===== src/rtl/huffman_block_decoder_top_defines.svh =====
// ----------------------------------------------------------------------------
// huffman_block_decoder_top_defines
// Assertion macros shared by the Huffman block decoder modules.
// ----------------------------------------------------------------------------
`ifndef HUFFMAN_BLOCK_DECODER_TOP_DEFINES_SVH
`define HUFFMAN_BLOCK_DECODER_TOP_DEFINES_SVH

// Checks that an implication holds on every clock edge out of reset.
`define HBD_ASSERT_IMP(label, clk, rstn, ante, cons, msg) \
    label: assert property (@(posedge clk) disable iff (!rstn) (ante) |-> (cons)) \
        else $error(msg);

// Checks that a condition holds on every clock edge out of reset.
`define HBD_ASSERT_ALWAYS(label, clk, rstn, cond, msg) \
    label: assert property (@(posedge clk) disable iff (!rstn) (cond)) \
        else $error(msg);

`endif


===== src/rtl/hbd_pkg.sv =====
// ----------------------------------------------------------------------------
// hbd_pkg
// Shared types and constants of the Huffman block decoder.
// ----------------------------------------------------------------------------
`default_nettype none
package hbd_pkg;
    localparam int MaxSymbols  = 16;
    localparam int BlockCoeffs = 16;
    localparam int FreqBits    = 8;
    localparam int SymW   = $clog2(MaxSymbols + 1);     // symbol count width
    localparam int NodeW  = $clog2(2 * MaxSymbols);     // tree node index
    localparam int HeapW  = $clog2(MaxSymbols + 1);     // heap position
    localparam int KeyW   = FreqBits + SymW;            // merged frequency
    localparam int CntW   = $clog2(BlockCoeffs + 1);
    localparam int Nodes  = 2 * MaxSymbols;

    // Controller states.
    typedef enum logic [10:0] {
        ST_HEADER = 11'b00000000001,
        ST_COUNT  = 11'b00000000010,
        ST_SYMS   = 11'b00000000100,
        ST_FREQS  = 11'b00000001000,
        ST_PUSH   = 11'b00000010000,
        ST_SIFT   = 11'b00000100000,
        ST_POP    = 11'b00001000000,
        ST_SINK   = 11'b00010000000,
        ST_ZERO   = 11'b00100000000,
        ST_CODE   = 11'b01000000000,
        ST_ERR    = 11'b10000000000
    } state_t;

    // Datapath operations issued by the controller.
    typedef enum logic [3:0] {
        OP_NONE, OP_STORE_SYM, OP_STORE_FREQ, OP_PUSH_START, OP_SIFT_UP,
        OP_POP_START, OP_SIFT_DOWN, OP_ROOT
    } op_t;

    typedef struct packed {
        op_t             op;
        logic [7:0]      data;
        logic [SymW-1:0] idx;
        logic            pop_second;   // second pop of a merge
    } dp_cmd_t;

    typedef struct packed {
        logic up_done;    // sift-up finished this cycle
        logic down_done;  // sift-down finished this cycle
    } dp_sts_t;
endpackage
`default_nettype wire


===== src/rtl/hbd_datapath.sv =====
// ----------------------------------------------------------------------------
// hbd_datapath
// Symbol and frequency tables, the min-heap and the child tables.
// ----------------------------------------------------------------------------
`default_nettype none
`include "huffman_block_decoder_top_defines.svh"
module hbd_datapath
    import hbd_pkg::*;
(
    input  wire logic             aclk,
    input  wire logic             aresetn,
    input  wire dp_cmd_t          cmd,
    input  wire logic [SymW-1:0]  sym_count,
    input  wire logic [NodeW-1:0] rd_node,    // node whose children the walk reads
    input  wire logic [NodeW-1:0] sym_node,   // node read out as a leaf
    output dp_sts_t               sts,
    output logic [7:0]            sym_out,    // symbol of sym_node as leaf
    output logic [NodeW-1:0]      left_out,
    output logic [NodeW-1:0]      right_out,
    output logic [NodeW-1:0]      root_out
);
    logic [7:0]          sym_mem   [MaxSymbols];
    logic [FreqBits-1:0] freq_mem  [MaxSymbols];
    logic [KeyW-1:0]     hkey      [MaxSymbols+1];
    logic [NodeW-1:0]    hnode     [MaxSymbols+1];
    logic [NodeW-1:0]    lchild    [Nodes];
    logic [NodeW-1:0]    rchild    [Nodes];

    logic [HeapW-1:0] size_reg, size_next;
    logic [HeapW-1:0] pos_reg, pos_next;       // current heap hole
    logic [KeyW-1:0]  mkey_reg, mkey_next;     // key being moved
    logic [NodeW-1:0] mnode_reg, mnode_next;
    logic [KeyW-1:0]  akey_reg;                // first popped key
    logic [NodeW-1:0] anode_reg;
    logic [NodeW-1:0] root_reg;
    logic [NodeW-1:0] merge_reg;               // next internal node

    logic [HeapW-1:0] par, ch, chr, pick;
    logic             up_stop, down_stop, use_r;
    logic [HeapW:0]   ch_w;

    // Heap neighbor addressing.
    always_comb begin
        par  = pos_reg >> 1;
        ch_w = {pos_reg, 1'b0};
        ch   = ch_w[HeapW-1:0];
        chr  = ch + HeapW'(1);
        use_r = ({1'b0, chr} <= {1'b0, size_reg}) && (ch_w < (HeapW+1)'(size_reg))
                && !(hkey[ch] < hkey[chr]);
        pick = use_r ? chr : ch;
        up_stop   = (pos_reg == HeapW'(1)) || !(mkey_reg < hkey[par]);
        down_stop = (ch_w > (HeapW+1)'(size_reg)) || (mkey_reg <= hkey[pick]);
    end

    always_comb begin
        size_next  = size_reg;
        pos_next   = pos_reg;
        mkey_next  = mkey_reg;
        mnode_next = mnode_reg;
        sts        = '0;
        case (cmd.op)
            OP_PUSH_START: begin
                // A leaf push loads its frequency; after a merge the summed key goes in.
                size_next = size_reg + HeapW'(1);
                pos_next  = size_reg + HeapW'(1);
                if (cmd.pop_second) begin
                    mkey_next  = akey_reg + hkey[0];
                    mnode_next = merge_reg;
                end else begin
                    mkey_next  = KeyW'(freq_mem[cmd.idx[SymW-2:0]]);
                    mnode_next = NodeW'(cmd.idx);
                end
            end
            OP_SIFT_UP: begin
                if (up_stop) sts.up_done = 1'b1;
                else pos_next = par;
            end
            OP_POP_START: begin
                size_next  = size_reg - HeapW'(1);
                pos_next   = HeapW'(1);
                mkey_next  = hkey[size_reg];
                mnode_next = hnode[size_reg];
            end
            OP_SIFT_DOWN: begin
                if (down_stop) sts.down_done = 1'b1;
                else pos_next = pick;
            end
            // Taking the root pops the last entry and empties the heap.
            OP_ROOT: size_next = '0;
            default: ;
        endcase
    end

    always_ff @(posedge aclk) begin
        if (!aresetn) begin
            size_reg  <= '0;
            root_reg  <= '0;
            merge_reg <= '0;
        end else begin
            size_reg <= size_next;
            if (cmd.op == OP_STORE_FREQ) merge_reg <= NodeW'(sym_count);
            if (cmd.op == OP_ROOT) root_reg <= hnode[1];
            if (cmd.op == OP_PUSH_START && cmd.pop_second)
                merge_reg <= merge_reg + NodeW'(1);
        end
    end

    always_ff @(posedge aclk) begin
        pos_reg   <= pos_next;
        mkey_reg  <= mkey_next;
        mnode_reg <= mnode_next;
        case (cmd.op)
            OP_STORE_SYM:  sym_mem[cmd.idx[SymW-2:0]] <= cmd.data;
            OP_STORE_FREQ: freq_mem[cmd.idx[SymW-2:0]] <= cmd.data[FreqBits-1:0];
            OP_POP_START: begin
                // Slot 0 keeps the popped key; the first pop's node is saved too.
                hkey[0] <= hkey[1];
                if (!cmd.pop_second) begin
                    akey_reg  <= hkey[1];
                    anode_reg <= hnode[1];
                end else begin
                    lchild[merge_reg] <= anode_reg;
                    rchild[merge_reg] <= hnode[1];
                end
            end
            OP_SIFT_UP: begin
                if (up_stop) begin
                    hkey[pos_reg]  <= mkey_reg;
                    hnode[pos_reg] <= mnode_reg;
                end else begin
                    hkey[pos_reg]  <= hkey[par];
                    hnode[pos_reg] <= hnode[par];
                end
            end
            OP_SIFT_DOWN: begin
                if (down_stop) begin
                    hkey[pos_reg]  <= mkey_reg;
                    hnode[pos_reg] <= mnode_reg;
                end else begin
                    hkey[pos_reg]  <= hkey[pick];
                    hnode[pos_reg] <= hnode[pick];
                end
            end
            default: ;
        endcase
    end

    assign sym_out   = (sym_node < NodeW'(MaxSymbols)) ? sym_mem[sym_node[SymW-2:0]] : 8'd0;
    assign left_out  = lchild[rd_node];
    assign right_out = rchild[rd_node];
    assign root_out  = root_reg;

    `HBD_ASSERT_ALWAYS(a_size_bound, aclk, aresetn, size_reg <= HeapW'(MaxSymbols), "heap overflow")
    `HBD_ASSERT_IMP(a_up_pos, aclk, aresetn, cmd.op == OP_SIFT_UP, pos_reg != '0, "sift-up at slot 0")
    `HBD_ASSERT_IMP(a_pop_nonempty, aclk, aresetn, cmd.op == OP_POP_START, size_reg != '0, "pop from empty heap")
endmodule
`default_nettype wire


===== src/rtl/hbd_ctrl.sv =====
// ----------------------------------------------------------------------------
// hbd_ctrl
// Controller: parses the byte stream, sequences tree building, walks codes.
// ----------------------------------------------------------------------------
`default_nettype none
`include "huffman_block_decoder_top_defines.svh"
module hbd_ctrl
    import hbd_pkg::*;
(
    input  wire logic             aclk,
    input  wire logic             aresetn,
    input  wire logic             s_tvalid,
    output logic                  s_tready,
    input  wire logic [7:0]       in_byte,
    output logic                  m_tvalid,
    input  wire logic             m_tready,
    output logic [7:0]            o_coef,
    output logic [3:0]            o_idx,
    output logic [1:0]            o_mode,
    output logic                  o_last,
    output logic                  o_err,
    output dp_cmd_t               cmd,
    output logic [SymW-1:0]       sym_count,
    output logic [NodeW-1:0]      rd_node,
    output logic [NodeW-1:0]      sym_node,
    input  wire dp_sts_t          sts,
    input  wire logic [7:0]       sym_in,
    input  wire logic [NodeW-1:0] left_in,
    input  wire logic [NodeW-1:0] right_in,
    input  wire logic [NodeW-1:0] root_in
);
    state_t state_reg, state_next;
    logic [1:0]       mode_reg, mode_next;
    logic [SymW-1:0]  cnt_reg, cnt_next;
    logic [SymW-1:0]  idx_reg, idx_next;      // load index / merge counter
    logic             second_reg, second_next;
    logic [CntW-1:0]  out_reg, out_next;
    logic [NodeW-1:0] walk_reg, walk_next;
    logic             fresh_reg, fresh_next;  // walk must start at the new root
    logic [7:0]       code_reg, code_next;
    logic [3:0]       bit_reg, bit_next;      // bits left in code byte
    logic             ov_reg, ov_next;        // output register full
    logic [7:0]       oc_reg, oc_next;
    logic [3:0]       oi_reg, oi_next;
    logic             ol_reg, ol_next, oe_reg, oe_next;

    logic take, space, single, cb, leaf;
    logic [NodeW-1:0] nxt;

    assign space  = !ov_reg || m_tready;
    assign take   = s_tvalid && s_tready;
    assign single = (cnt_reg <= SymW'(1)) || (root_in < NodeW'(cnt_reg));
    assign cb     = code_reg[7];
    assign nxt    = cb ? left_in : right_in;
    assign leaf   = single || (nxt < NodeW'(cnt_reg));
    // Children come from the saved walk node; the symbol from the node reached.
    assign rd_node  = walk_reg;
    assign sym_node = single ? root_in : nxt;
    assign sym_count = cnt_reg;

    always_comb begin
        unique case (state_reg)
            ST_HEADER, ST_COUNT, ST_SYMS, ST_FREQS: s_tready = 1'b1;
            ST_CODE:  s_tready = (bit_reg == 4'd0);
            ST_ERR, ST_ZERO: s_tready = 1'b0;
            default:  s_tready = 1'b0;
        endcase
        if (state_reg == ST_HEADER || state_reg == ST_COUNT) s_tready = space;
    end

    always_comb begin
        state_next = state_reg; mode_next = mode_reg; cnt_next = cnt_reg;
        idx_next = idx_reg; second_next = second_reg; out_next = out_reg;
        walk_next = walk_reg; fresh_next = fresh_reg;
        code_next = code_reg; bit_next = bit_reg;
        ov_next = ov_reg && !m_tready;
        oc_next = oc_reg; oi_next = oi_reg; ol_next = ol_reg; oe_next = oe_reg;
        cmd = '0;
        cmd.data = in_byte;
        cmd.idx = idx_reg;
        cmd.pop_second = second_reg;
        unique case (state_reg)
            ST_HEADER: if (take) begin
                unique case (in_byte)
                    8'd48, 8'd12, 8'd3, 8'd0: begin
                        mode_next = (in_byte == 8'd48) ? 2'd0 : (in_byte == 8'd12) ? 2'd1
                                  : (in_byte == 8'd3) ? 2'd2 : 2'd3;
                        out_next = '0;
                        state_next = ST_ZERO;
                    end
                    8'd240, 8'd204, 8'd195, 8'd192: begin
                        mode_next = (in_byte == 8'd240) ? 2'd0 : (in_byte == 8'd204) ? 2'd1
                                  : (in_byte == 8'd195) ? 2'd2 : 2'd3;
                        state_next = ST_COUNT;
                    end
                    default: begin
                        ov_next = 1'b1; oc_next = '0; oi_next = '0; ol_next = 1'b0;
                        oe_next = 1'b1; mode_next = 2'd0;
                    end
                endcase
            end
            ST_COUNT: if (take) begin
                if (in_byte == 8'd0 || in_byte > 8'(MaxSymbols)) begin
                    ov_next = 1'b1; oc_next = '0; oi_next = '0; ol_next = 1'b0;
                    oe_next = 1'b1;
                    state_next = ST_HEADER;
                end else begin
                    cnt_next = SymW'(in_byte);
                    idx_next = '0;
                    state_next = ST_SYMS;
                end
            end
            ST_SYMS: if (take) begin
                cmd.op = OP_STORE_SYM;
                idx_next = idx_reg + SymW'(1);
                if (idx_next >= cnt_reg) begin
                    idx_next = '0; state_next = ST_FREQS;
                end
            end
            ST_FREQS: if (take) begin
                cmd.op = OP_STORE_FREQ;
                idx_next = idx_reg + SymW'(1);
                if (idx_next >= cnt_reg) begin
                    idx_next = '0; second_next = 1'b0; state_next = ST_PUSH;
                end
            end
            ST_PUSH: begin
                cmd.op = OP_PUSH_START;
                state_next = ST_SIFT;
            end
            ST_SIFT: begin
                cmd.op = OP_SIFT_UP;
                if (sts.up_done) begin
                    if (!second_reg && idx_reg + SymW'(1) < cnt_reg) begin
                        idx_next = idx_reg + SymW'(1); state_next = ST_PUSH;
                    end else begin
                        // Leaves done (or a merge done): count merges in idx.
                        if (!second_reg) idx_next = SymW'(1);
                        else idx_next = idx_reg + SymW'(1);
                        second_next = 1'b0;
                        state_next = ST_POP;
                    end
                end
            end
            ST_POP: begin
                if (idx_reg >= cnt_reg) begin
                    cmd.op = OP_ROOT;
                    out_next = '0; bit_next = '0; fresh_next = 1'b1;
                    state_next = ST_CODE;
                end else begin
                    cmd.op = OP_POP_START;
                    state_next = ST_SINK;
                end
            end
            ST_SINK: begin
                cmd.op = OP_SIFT_DOWN;
                if (sts.down_done) begin
                    if (!second_reg) begin
                        second_next = 1'b1; state_next = ST_POP;
                        if (idx_reg >= cnt_reg) state_next = ST_POP;
                    end else begin
                        state_next = ST_PUSH;
                    end
                end
            end
            ST_ZERO: if (space) begin
                ov_next = 1'b1; oc_next = '0; oi_next = out_reg[3:0]; oe_next = 1'b0;
                ol_next = (out_reg == CntW'(BlockCoeffs - 1));
                out_next = out_reg + CntW'(1);
                if (ol_next) state_next = ST_HEADER;
            end
            ST_CODE: begin
                if (bit_reg == 4'd0) begin
                    // The walk carries over between code bytes of one block.
                    if (fresh_reg) begin
                        walk_next = root_in; fresh_next = 1'b0;
                    end
                    if (take) begin
                        code_next = in_byte; bit_next = 4'd8;
                    end
                end else if (space) begin
                    code_next = {code_reg[6:0], 1'b0};
                    bit_next = bit_reg - 4'd1;
                    if (!single) walk_next = leaf ? root_in : nxt;
                    if (leaf) begin
                        ov_next = 1'b1; oc_next = sym_in; oi_next = out_reg[3:0];
                        oe_next = 1'b0;
                        ol_next = (out_reg == CntW'(BlockCoeffs - 1));
                        out_next = out_reg + CntW'(1);
                        if (ol_next) begin
                            bit_next = '0; state_next = ST_HEADER;
                        end
                    end
                end
            end
            ST_ERR: state_next = ST_HEADER;
            default: state_next = ST_HEADER;
        endcase
    end

    always_ff @(posedge aclk) begin
        if (!aresetn) begin
            state_reg <= ST_HEADER; mode_reg <= '0; cnt_reg <= '0; idx_reg <= '0;
            second_reg <= 1'b0; out_reg <= '0; walk_reg <= '0; bit_reg <= '0;
            ov_reg <= 1'b0; fresh_reg <= 1'b0;
        end else begin
            state_reg <= state_next; mode_reg <= mode_next; cnt_reg <= cnt_next;
            idx_reg <= idx_next; second_reg <= second_next; out_reg <= out_next;
            walk_reg <= walk_next; bit_reg <= bit_next; ov_reg <= ov_next;
            fresh_reg <= fresh_next;
        end
    end

    always_ff @(posedge aclk) begin
        code_reg <= code_next;
        oc_reg <= oc_next; oi_reg <= oi_next; ol_reg <= ol_next; oe_reg <= oe_next;
    end

    assign m_tvalid = ov_reg;
    assign o_coef = oc_reg;
    assign o_idx  = oi_reg;
    assign o_mode = oe_reg && state_reg == ST_HEADER && mode_reg == 2'd0 ? 2'd0 : mode_reg;
    assign o_last = ol_reg;
    assign o_err  = oe_reg;

    `HBD_ASSERT_IMP(a_onehot, aclk, aresetn, 1'b1, $onehot(state_reg), "state not one-hot")
    `HBD_ASSERT_IMP(a_stall_hold, aclk, aresetn, m_tvalid && !m_tready, ##1 m_tvalid, "output dropped")
    `HBD_ASSERT_IMP(a_last_idx, aclk, aresetn, m_tvalid && o_last, o_idx == 4'(BlockCoeffs - 1), "last off index")
endmodule
`default_nettype wire


===== src/rtl/huffman_block_decoder_top.sv =====
// ----------------------------------------------------------------------------
// huffman_block_decoder_top
// Huffman decoder for 4x4 coefficient blocks built from a frequency table.
// ----------------------------------------------------------------------------
// Channel | Dir | tdata fields (low bit up)                | tuser / tlast
// s_      | in  | in_byte[7:0]                             | -
// m_      | out | coefficient[7:0], coeff_index[11:8],     | header_error / last
//         |     | pred_mode[13:12]                         |
// Load bytes are stored as they are taken. A code byte is loaded, then its
// bits are walked one at a time while m_ has space, until the block is full.
// Tree building: n leaf pushes that sift up, n-1 merges of two pops that
// sift down and a push, and then taking the root. aresetn is synchronous.
// Zero blocks emit one coefficient per cycle unless m_ stalls.
// Output stalls hold the controller; one result register sits on m_.
// ----------------------------------------------------------------------------
`default_nettype none
module huffman_block_decoder_top
    import hbd_pkg::*;
(
    input  wire logic        aclk,
    input  wire logic        aresetn,
    input  wire logic        s_tvalid,
    output logic             s_tready,
    input  wire logic [7:0]  s_tdata,   // in_byte
    output logic             m_tvalid,
    input  wire logic        m_tready,
    output logic [15:0]      m_tdata,   // coefficient, coeff_index, pred_mode
    output logic             m_tuser,   // header_error
    output logic             m_tlast    // last
);
    dp_cmd_t          cmd;
    dp_sts_t          sts;
    logic [SymW-1:0]  sym_count;
    logic [NodeW-1:0] rd_node, sym_node, left_n, right_n, root_n;
    logic [7:0]       sym, coef;
    logic [3:0]       idx;
    logic [1:0]       mode;

    hbd_ctrl u_ctrl (
        .aclk, .aresetn, .s_tvalid, .s_tready, .in_byte(s_tdata),
        .m_tvalid, .m_tready, .o_coef(coef), .o_idx(idx), .o_mode(mode),
        .o_last(m_tlast), .o_err(m_tuser), .cmd, .sym_count, .rd_node, .sym_node,
        .sts, .sym_in(sym), .left_in(left_n), .right_in(right_n), .root_in(root_n)
    );

    hbd_datapath u_dp (
        .aclk, .aresetn, .cmd, .sym_count, .rd_node, .sym_node, .sts, .sym_out(sym),
        .left_out(left_n), .right_out(right_n), .root_out(root_n)
    );

    assign m_tdata = {2'b00, mode, idx, coef};
endmodule
`default_nettype wire


===== config.mk =====
export PLATFORM = sky130hd
export DESIGN_NAME = huffman_block_decoder_top
export DESIGN_NICKNAME = d
export VERILOG_FILES = /design/src/rtl/hbd_pkg.sv /design/src/rtl/hbd_datapath.sv /design/src/rtl/hbd_ctrl.sv /design/src/rtl/huffman_block_decoder_top.sv
export VERILOG_INCLUDE_DIRS = /design/src /design/src/rtl
export SDC_FILE = /design/constraint.sdc
export NUM_CORES = 2
export LEC_CHECK = 0
export ABC_AREA = 0
export BUFFER_PORTS_ARGS = -buffer_cell sky130_fd_sc_hd__clkbuf_2
export CAP_MARGIN = 10
export CELL_PAD_IN_SITES_DETAIL_PLACEMENT = 0
export CELL_PAD_IN_SITES_GLOBAL_PLACEMENT = 1
export CORE_MARGIN = 5
export CORE_UTILIZATION = 30
export DETAILED_ROUTE_END_ITERATION = 10
export PLACE_DENSITY_LB_ADDON = 0.1
export SYNTH_ARGS = -nofsm -noshare
export SYNTH_HDL_FRONTEND = slang
export SYNTH_SLANG_ARGS = --single-unit

===== constraint.sdc =====
create_clock -name aclk -period 9.2 [get_ports aclk]
set_clock_uncertainty 0.05 [all_clocks]
set_input_delay 2.3 -clock aclk [delete_from_list [all_inputs] [get_ports aclk]]
set_output_delay 2.3 -clock aclk [all_outputs]
set_load 0.05 [all_outputs]

; Word level (Yosys, flattened, before mapping)
; Memories as Yosys holds them, arrays and structs flattened. A register that Yosys moved wholly into a read port is not among the register bits.
; Cells that the tools add are included.
[classes]
n_addsub = 8
magnitude_cmp = 14
eq_ne = 54
n_mux = 175
bitwise_logic = 8
reduce_logical = 52
[op_table]
columns = operator, n
row1 = 5-bit two-way mux, 42
row2 = 11-bit two-way mux, 13
row3 = 11-bit case mux with 10 select lines, 1
row4 = 8-bit two-way mux, 12
row5 = 13-bit two-way mux, 5
row6 = 4-bit two-way mux, 16
row7 = 1-bit two-way mux, 57
row8 = 5-bit case mux with 4 select lines, 2
row9 = 8-bit equality test (second input constant), 4
row10 = 8-bit case mux with 4 select lines, 1
row11 = 5-bit case mux with 3 select lines, 2
row12 = 2-bit by 1-bit inequality test with 1-bit output (second input constant), 14
row13 = 13-bit less-than comparator, 2
row14 = 13-bit case mux with 2 select lines, 1
row15 = 5-bit by 1-bit adder with 5-bit output (second input constant), 5
row16 = 4-bit case mux with 6 select lines, 1
row17 = 2-bit inequality test (second input constant), 11
row18 = 11-bit case mux with 2 select lines, 1
row19 = 4-bit by 3-bit equality test with 1-bit output (second input constant), 4
row20 = 4-bit case mux with 4 select lines, 1
row21 = 5-bit less-than comparator, 3
row22 = 2-bit two-way mux, 7
row23 = 7-bit two-way mux, 2
row24 = 13-bit adder, 1
row25 = other kinds (61), 103
[totals]
register_bits = 118
ramBits = 882
inputBits = 12
out_inout_bits = 20
word_cells = 340
n_memories = 6
[memory_table]
columns = memory, depth, width, rd, rd_ports_with_merged_regs, write_ports, line_no
row1 = u_dp.hkey, 17, 13, 7, 3, 1, hbd_datapath.sv:24  ; logic [KeyW-1:0] hkey [MaxSymbols+1];
row2 = u_dp.lchild, 32, 5, 1, 1, 1, hbd_datapath.sv:26  ; logic [NodeW-1:0] lchild [Nodes];
row3 = u_dp.rchild, 32, 5, 1, 1, 1, hbd_datapath.sv:27  ; logic [NodeW-1:0] rchild [Nodes];
row4 = u_dp.freq_mem, 16, 8, 1, 1, 1, hbd_datapath.sv:23  ; logic [FreqBits-1:0] freq_mem [MaxSymbols];
row5 = u_dp.sym_mem, 16, 8, 1, 0, 1, hbd_datapath.sv:22  ; logic [7:0] sym_mem [MaxSymbols];
row6 = u_dp.hnode, 17, 5, 4, 2, 1, hbd_datapath.sv:25  ; logic [NodeW-1:0] hnode [MaxSymbols+1];

; Logic depth before layout (Yosys ltp)
; An unclocked memory read counts as a cell.
[logic_depth]
depth_word = 16
mapped_depth = 32
mapped_depth_nobuf = 24

; By module
; Synthesis repeated with hierarchy kept, for this count alone.
[unflattened]
hier_cells = 2879
hier_area_um2 = 49263.5
[modules_own_cells]
columns = mod, instances, cells_per_inst, area_each_um2, seq_area_each_um2
row1 = hbd_datapath, 1, 2438, 45167.1, 28607.4
row2 = hbd_ctrl, 1, 438, 4077.7, 1441.4
row3 = huffman_block_decoder_top, 1, 3, 18.8, 0.0

; Worst setup path before layout
; No wires, ideal clock.
[synth_timing]
path_type = reg2reg
from = register (tool-made name)
to = memory u_dp.hkey[0][10] (netlist name) (data pin)
setup_time_ns = 0.346
arrival_ns = 6.984
required_ns = 8.804
setup_slack_ns = 1.820
path_stages_with_launch = 29
period_less_slack_ns = 7.380
cell_sequence = dfxtp_1 > clkbuf_1 > buf_1 > clkbuf_1 > clkbuf_1 > buf_1 > mux4_2 > mux2i_1 > o21ai_0 > ha_1 > nand4_1 > or2_2 > o221a_2 > a21oi_1 > buf_2 > buf_2 > mux4_2 > o21ai_0 > ha_1 > a211o_1 > a21oi_1 > a21oi_1 > o211a_1 > o211a_1 > clkbuf_1 > clkbuf_1 > nor2_1 > a21oi_1 > o21ai_0
[synth_rtl]
columns = element, line_no
row1 = end: declaration, hbd_datapath.sv:24

; Worst setup path in the final report
[layout_timing]
from = register u_dp.pos_reg[1]
to = memory u_dp.hnode[1][1] (netlist name) (data pin)
[layout_via]
elab_chain_len = 14
[layout_lines]
columns = element, line_no
row1 = start: declaration, hbd_datapath.sv:30  ; logic [HeapW-1:0] pos_reg, pos_next;
row2 = start signal: assignment, hbd_datapath.sv:109  ; pos_reg <= pos_next;
row3 = 5-bit by 1-bit adder with 5-bit output, hbd_datapath.sv:47  ; chr = ch + HeapW'(1);
row4 = memory 17 x 13 bit, --
row5 = 13-bit less-than comparator, hbd_datapath.sv:49  ; && !(hkey[ch] < hkey[chr]);
row6 = 1-bit zero test, hbd_datapath.sv:49
row7 = 1-bit logical AND, hbd_datapath.sv:49
row8 = 5-bit two-way mux, hbd_datapath.sv:50  ; pick = use_r ? chr : ch;
row9 = memory 17 x 13 bit, --
row10 = 13-bit less-or-equal comparator, hbd_datapath.sv:52  ; down_stop = (ch_w > (HeapW+1)'(size_reg)) || (mkey_reg <= hkey[pick]);
row11 = 1-bit logical OR, hbd_datapath.sv:52
row12 = 1-bit two-way mux, hbd_datapath.sv:136  ; if (down_stop) begin
row13 = 1-bit two-way mux, hbd_datapath.sv:112  ; case (cmd.op)
row14 = 1-bit two-way mux (not written as such), hbd_datapath.sv:138  ; hnode[pos_reg] <= mnode_reg;
row15 = 5-bit two-way mux (no source line), --
row16 = 5-bit two-way mux (no source line) (*), --
row17 = end: declaration, hbd_datapath.sv:25
; Every way passes the cells marked *; elsewhere a longest branch is shown, timed or not.

==> run summary <==
==========================================================================================
Clock net sink count ........................................................        1,031
Unique cell type count in the Yosys netlist .................................           88
Portion of synthesized cell area occupied by the leading cell type ..........        58.4%
Worst Max-Slew Pin Slew .....................................................      1260 ps
Detail Route Antenna Nets ...................................................            0
Core area ...................................................................  163,000 um2
Filler Cells Inserted .......................................................        15.5k
Share of synthesized registers carrying an async set or reset ...............           0%
Post-CTS setup buffer count .................................................            0
Number of standard cells after synthesis ....................................        3,062
FF+latch count, synth .......................................................        1,031
Total number of vias ........................................................        28.8k
Pwr per Cell Area ...........................................................   182 nW/um2
Initial standard-cell utilization of the core ...............................        30.2%
Cell class contributing the biggest share of worst-path delay ............... compound AO/OA/AOI/OAI gates
Wire length after detailed routing ..........................................   151,000 um
Final std cell area, no fill ................................................   56,500 um2
Kind of start point of the critical path ....................................     register
Final #Nets .................................................................        3,233
Mapped cell area ............................................................   49,200 um2
Final number of hold-violating endpoints ....................................            0
Clock root buffer master .................................................... sky130_fd_sc_hd__clkbuf_16
Design Power ................................................................      10.3 mW
Leading cell type by number of instances after synthesis .................... sky130_fd_sc_hd__edfxtp_1
Worst-path cell chain ....................................................... buf_4 > mux4_2 > mux2i_1 > nor2_1 > a21oi_1 > ha_1 > nand4_1 > or2_2 > nor2_1 > o21ai_0 > a21oi_4 > buf_4 > mux4_2 > o21ai_0 > ha_1 > nand4_1 > nor4_1 > a21oi_1 > o211a_1 > o211a_1 > a211oi_1 > a21oi_1
Share of cells above drive strength 1 .......................................        24.9%
Flip-flop count of the largest register, all copies and words added .........          234
Sort of element at the end of the critical path .............................     register
Buf+Inv Stages, Crit Path ...................................................            2
Clock buffer count from CTS .................................................          118
Ports .......................................................................           32
Clock insertion delay at the later pin of the skew report ...................       760 ps
Seq/Total Area, Yosys .......................................................        61.4%
Worst setup slack after layout ..............................................      1630 ps
Placement-stage cell area ...................................................   52,400 um2
First-pass GRT wire length ..................................................   218,000 um
Most flop-heavy register ....................................................    u_dp.hkey
Number of gates resized after CTS ...........................................            0
Registers with the most flip-flops .......................................... u_dp.hkey (234), u_dp.lchild (160), u_dp.rchild (160)
Crit-path max FO ............................................................           20
Total of warnings raised by yosys ...........................................            0
Type of the setup path with the least slack .................................   reg -> reg
Top cell type by total area after synthesis ................................. sky130_fd_sc_hd__edfxtp_1
Final weighted congestion in routability-driven placement ...................        0.784
Worst Path Arrival ..........................................................      7870 ps
Worst Setup Slack post-DPL ..................................................      1460 ps
Biggest area contributors in the synthesized netlist ........................ sky130_fd_sc_hd__edfxtp_1 58%, sky130_fd_sc_hd__mux4_2 17%, sky130_fd_sc_hd__mux2i_1 4.4%, sky130_fd_sc_hd__dfxtp_1 3.0%, sky130_fd_sc_hd__ha_1 2.2%
Crit path largest cell delay ................................................       970 ps
Most numerous cell types in the synthesized netlist ......................... 958 x sky130_fd_sc_hd__edfxtp_1, 371 x sky130_fd_sc_hd__mux4_2, 217 x sky130_fd_sc_hd__mux2i_1
Most used flip-flop cell after synthesis .................................... sky130_fd_sc_hd__edfxtp_1
Number of I/O port buffers ..................................................           29
Width of the die ............................................................       415 um
Layout Area Growth over Synthesis ...........................................        14.7%
H-tree levels ...............................................................            3
Avg Synthesized Cell Area ...................................................     16.1 um2
Status ...................................................................... finished, final reports clean
Maximum number of buffers from clock root to sink ...........................            3
Final worst-path cycle share ................................................        82.3%
Number of DRC violations after detailed-routing iteration 0 .................        2,377
Final critical-path required period .........................................      7570 ps
VDD IR max ..................................................................       161 uV
Unrepaired setup endpoints after global routing .............................        false
Via density per instance ....................................................         5.33
DIE AREA ....................................................................  172,000 um2
Global-route usage over all layers ..........................................        17.2%
Number of cell rows .........................................................          148
Clock edge transition at the registers on the reported setup and hold paths .        70 ps
Max-cap viol count ..........................................................            0
Antenna violations before repair ............................................            4
Via count of the first global-routing pass ..................................        29.9k
Kind of path behind the tightest hold check .................................   reg -> reg
Chip height .................................................................       415 um
Fmax ........................................................................      132 MHz
Number of max-slew violations in the final report ...........................            0
Worst path required time ....................................................      9500 ps
Routed WL per cell ..........................................................      27.9 um
Max stage delay cell, worst path ............................................ sky130_fd_sc_hd__edfxtp_1
GR Overflow Total ...........................................................            0
Leak ........................................................................      18.3 nW
Cell with the most instances on the worst path .............................. sky130_fd_sc_hd__a21oi_1
Largest net degree at the start of global routing ...........................           70
Number of detailed-route iterations in the first pass .......................            5
Placed wire-length estimate after detailed placement ........................    97,100 um
Hold_buf cts ................................................................            0
Worst slew margin ...........................................................        15.7%
Setup_tns ...................................................................         0 ps
Post-synth EDFFs ............................................................          958
CTS tree ....................................................................         done
Count of unresolved DRC violations after routing ............................            0
Number of endpoints failing setup at the final stage ........................            0
==========================================================================================
power by group:
group          internal [mW]  switching [mW]
sequential              5.11          0.0144
clock                   2.78            2.04
combinational         0.0848           0.285
area by class of cell:
type	count	area [um2]	area share [%]
flip-flops and latches	1031	30300	53.6
clock inverters	85	941	1.67
clock buffers	134	3060	5.43
well taps	2175	2720	4.82
inverters	59	221	0.392
diodes	1	2.50	0.00443
multi-input cells	1777	18200	32.1
repair buffers	147	1110	1.97
cell usage in the layout, fill, tap and decap left out, types with 13 or more instances in the layout:
| master | netlist | layout |
|---|---|---|
| sky130_fd_sc_hd__a21boi_0 | 16 | 16 |
| sky130_fd_sc_hd__a21o_1 | 18 | 18 |
| sky130_fd_sc_hd__a21oi_1 | 116 | 115 |
| sky130_fd_sc_hd__a22oi_1 | 34 | 34 |
| sky130_fd_sc_hd__and2_1 | 21 | 21 |
| sky130_fd_sc_hd__buf_4 | 9 | 112 |
| sky130_fd_sc_hd__bufinv_16 | 0 | 13 |
| sky130_fd_sc_hd__clkbuf_16 | 0 | 119 |
| sky130_fd_sc_hd__clkbuf_2 | 1 | 29 |
| sky130_fd_sc_hd__clkinv_1 | 0 | 15 |
| sky130_fd_sc_hd__clkinv_2 | 0 | 28 |
| sky130_fd_sc_hd__dfxtp_1 | 73 | 62 |
| sky130_fd_sc_hd__edfxtp_1 | 958 | 958 |
| sky130_fd_sc_hd__ha_1 | 86 | 86 |
| sky130_fd_sc_hd__inv_1 | 57 | 57 |
| sky130_fd_sc_hd__mux2_2 | 35 | 35 |
| sky130_fd_sc_hd__mux2i_1 | 217 | 216 |
| sky130_fd_sc_hd__mux4_2 | 371 | 371 |
| sky130_fd_sc_hd__nand2_1 | 155 | 155 |
| sky130_fd_sc_hd__nand2b_1 | 25 | 24 |
| sky130_fd_sc_hd__nand3_1 | 42 | 42 |
| sky130_fd_sc_hd__nand3b_1 | 14 | 14 |
| sky130_fd_sc_hd__nand4_1 | 17 | 17 |
| sky130_fd_sc_hd__nor2_1 | 205 | 191 |
| sky130_fd_sc_hd__nor2b_1 | 36 | 34 |
| sky130_fd_sc_hd__nor3_1 | 38 | 33 |
| sky130_fd_sc_hd__o21ai_0 | 109 | 107 |
| sky130_fd_sc_hd__o221ai_1 | 16 | 16 |
| sky130_fd_sc_hd__o22ai_1 | 17 | 17 |
| sky130_fd_sc_hd__xnor2_1 | 14 | 14 |
per-stage QoR:
step / instances / utilization [%] / hold WS, ps
3_5_place_dp: 5184 / 32.1 / 403
2_1_floorplan: 3063 / - / 375
5_1_grt: 5408 / 34.7 / 460
6_report: 5409 / 34.7 / 412
4_1_cts: 5403 / 34.6 / 419
3_3_place_gp: 5183 / 32.1 / 387
worst register-to-register path, stage by stage, from the launching register on:
cell,delay (ps)
sky130_fd_sc_hd__edfxtp_1,970
sky130_fd_sc_hd__buf_4,470
sky130_fd_sc_hd__mux4_2,380
sky130_fd_sc_hd__mux2i_1,150
sky130_fd_sc_hd__nor2_1,60
sky130_fd_sc_hd__a21oi_1,220
sky130_fd_sc_hd__ha_1,190
sky130_fd_sc_hd__nand4_1,140
sky130_fd_sc_hd__or2_2,330
sky130_fd_sc_hd__nor2_1,120
sky130_fd_sc_hd__o21ai_0,150
sky130_fd_sc_hd__a21oi_4,370
sky130_fd_sc_hd__buf_4,250
sky130_fd_sc_hd__mux4_2,350
sky130_fd_sc_hd__o21ai_0,380
sky130_fd_sc_hd__ha_1,330
sky130_fd_sc_hd__nand4_1,170
sky130_fd_sc_hd__nor4_1,90
sky130_fd_sc_hd__a21oi_1,150
sky130_fd_sc_hd__o211a_1,180
sky130_fd_sc_hd__o211a_1,760
sky130_fd_sc_hd__a211oi_1,130
sky130_fd_sc_hd__a21oi_1,850
layer usage:
layer / wire, um / track usage, %
met4: 4000 / 4.50
met3: 6480 / 2.43
met5: 0 / 0
met1: 67800 / 23.9
met2: 72500 / 28.3
logic make-up after synthesis:
logic type	share of synthesized area [%]
DFF	61.4
muxes	22.3
and+or+nand+nor	6.00
AOI/OAI and AO/OA	5.52
buffers and inverters	2.16
adders and majority gates	2.23
xor gates and xnor gates	0.427
other	0.00762
final timing paths:
kind	startpoint	endpoint	slack, ps	cells past startpoint
worst max-delay path	u_dp.pos_reg[1]$_DFFE_PP_	u_dp.hnode[1][1]$_DFFE_PP_	1630	22
worst min-delay path	u_ctrl.out_reg[4]$_SDFFE_PN0P_	u_ctrl.out_reg[4]$_SDFFE_PN0P_	410	2
worst max register to register	u_dp.pos_reg[1]$_DFFE_PP_	u_dp.hnode[1][1]$_DFFE_PP_	1630	22
worst min register to register	u_ctrl.out_reg[4]$_SDFFE_PN0P_	u_ctrl.out_reg[4]$_SDFFE_PN0P_	410	2
Power figures use the tool's default switching activity.
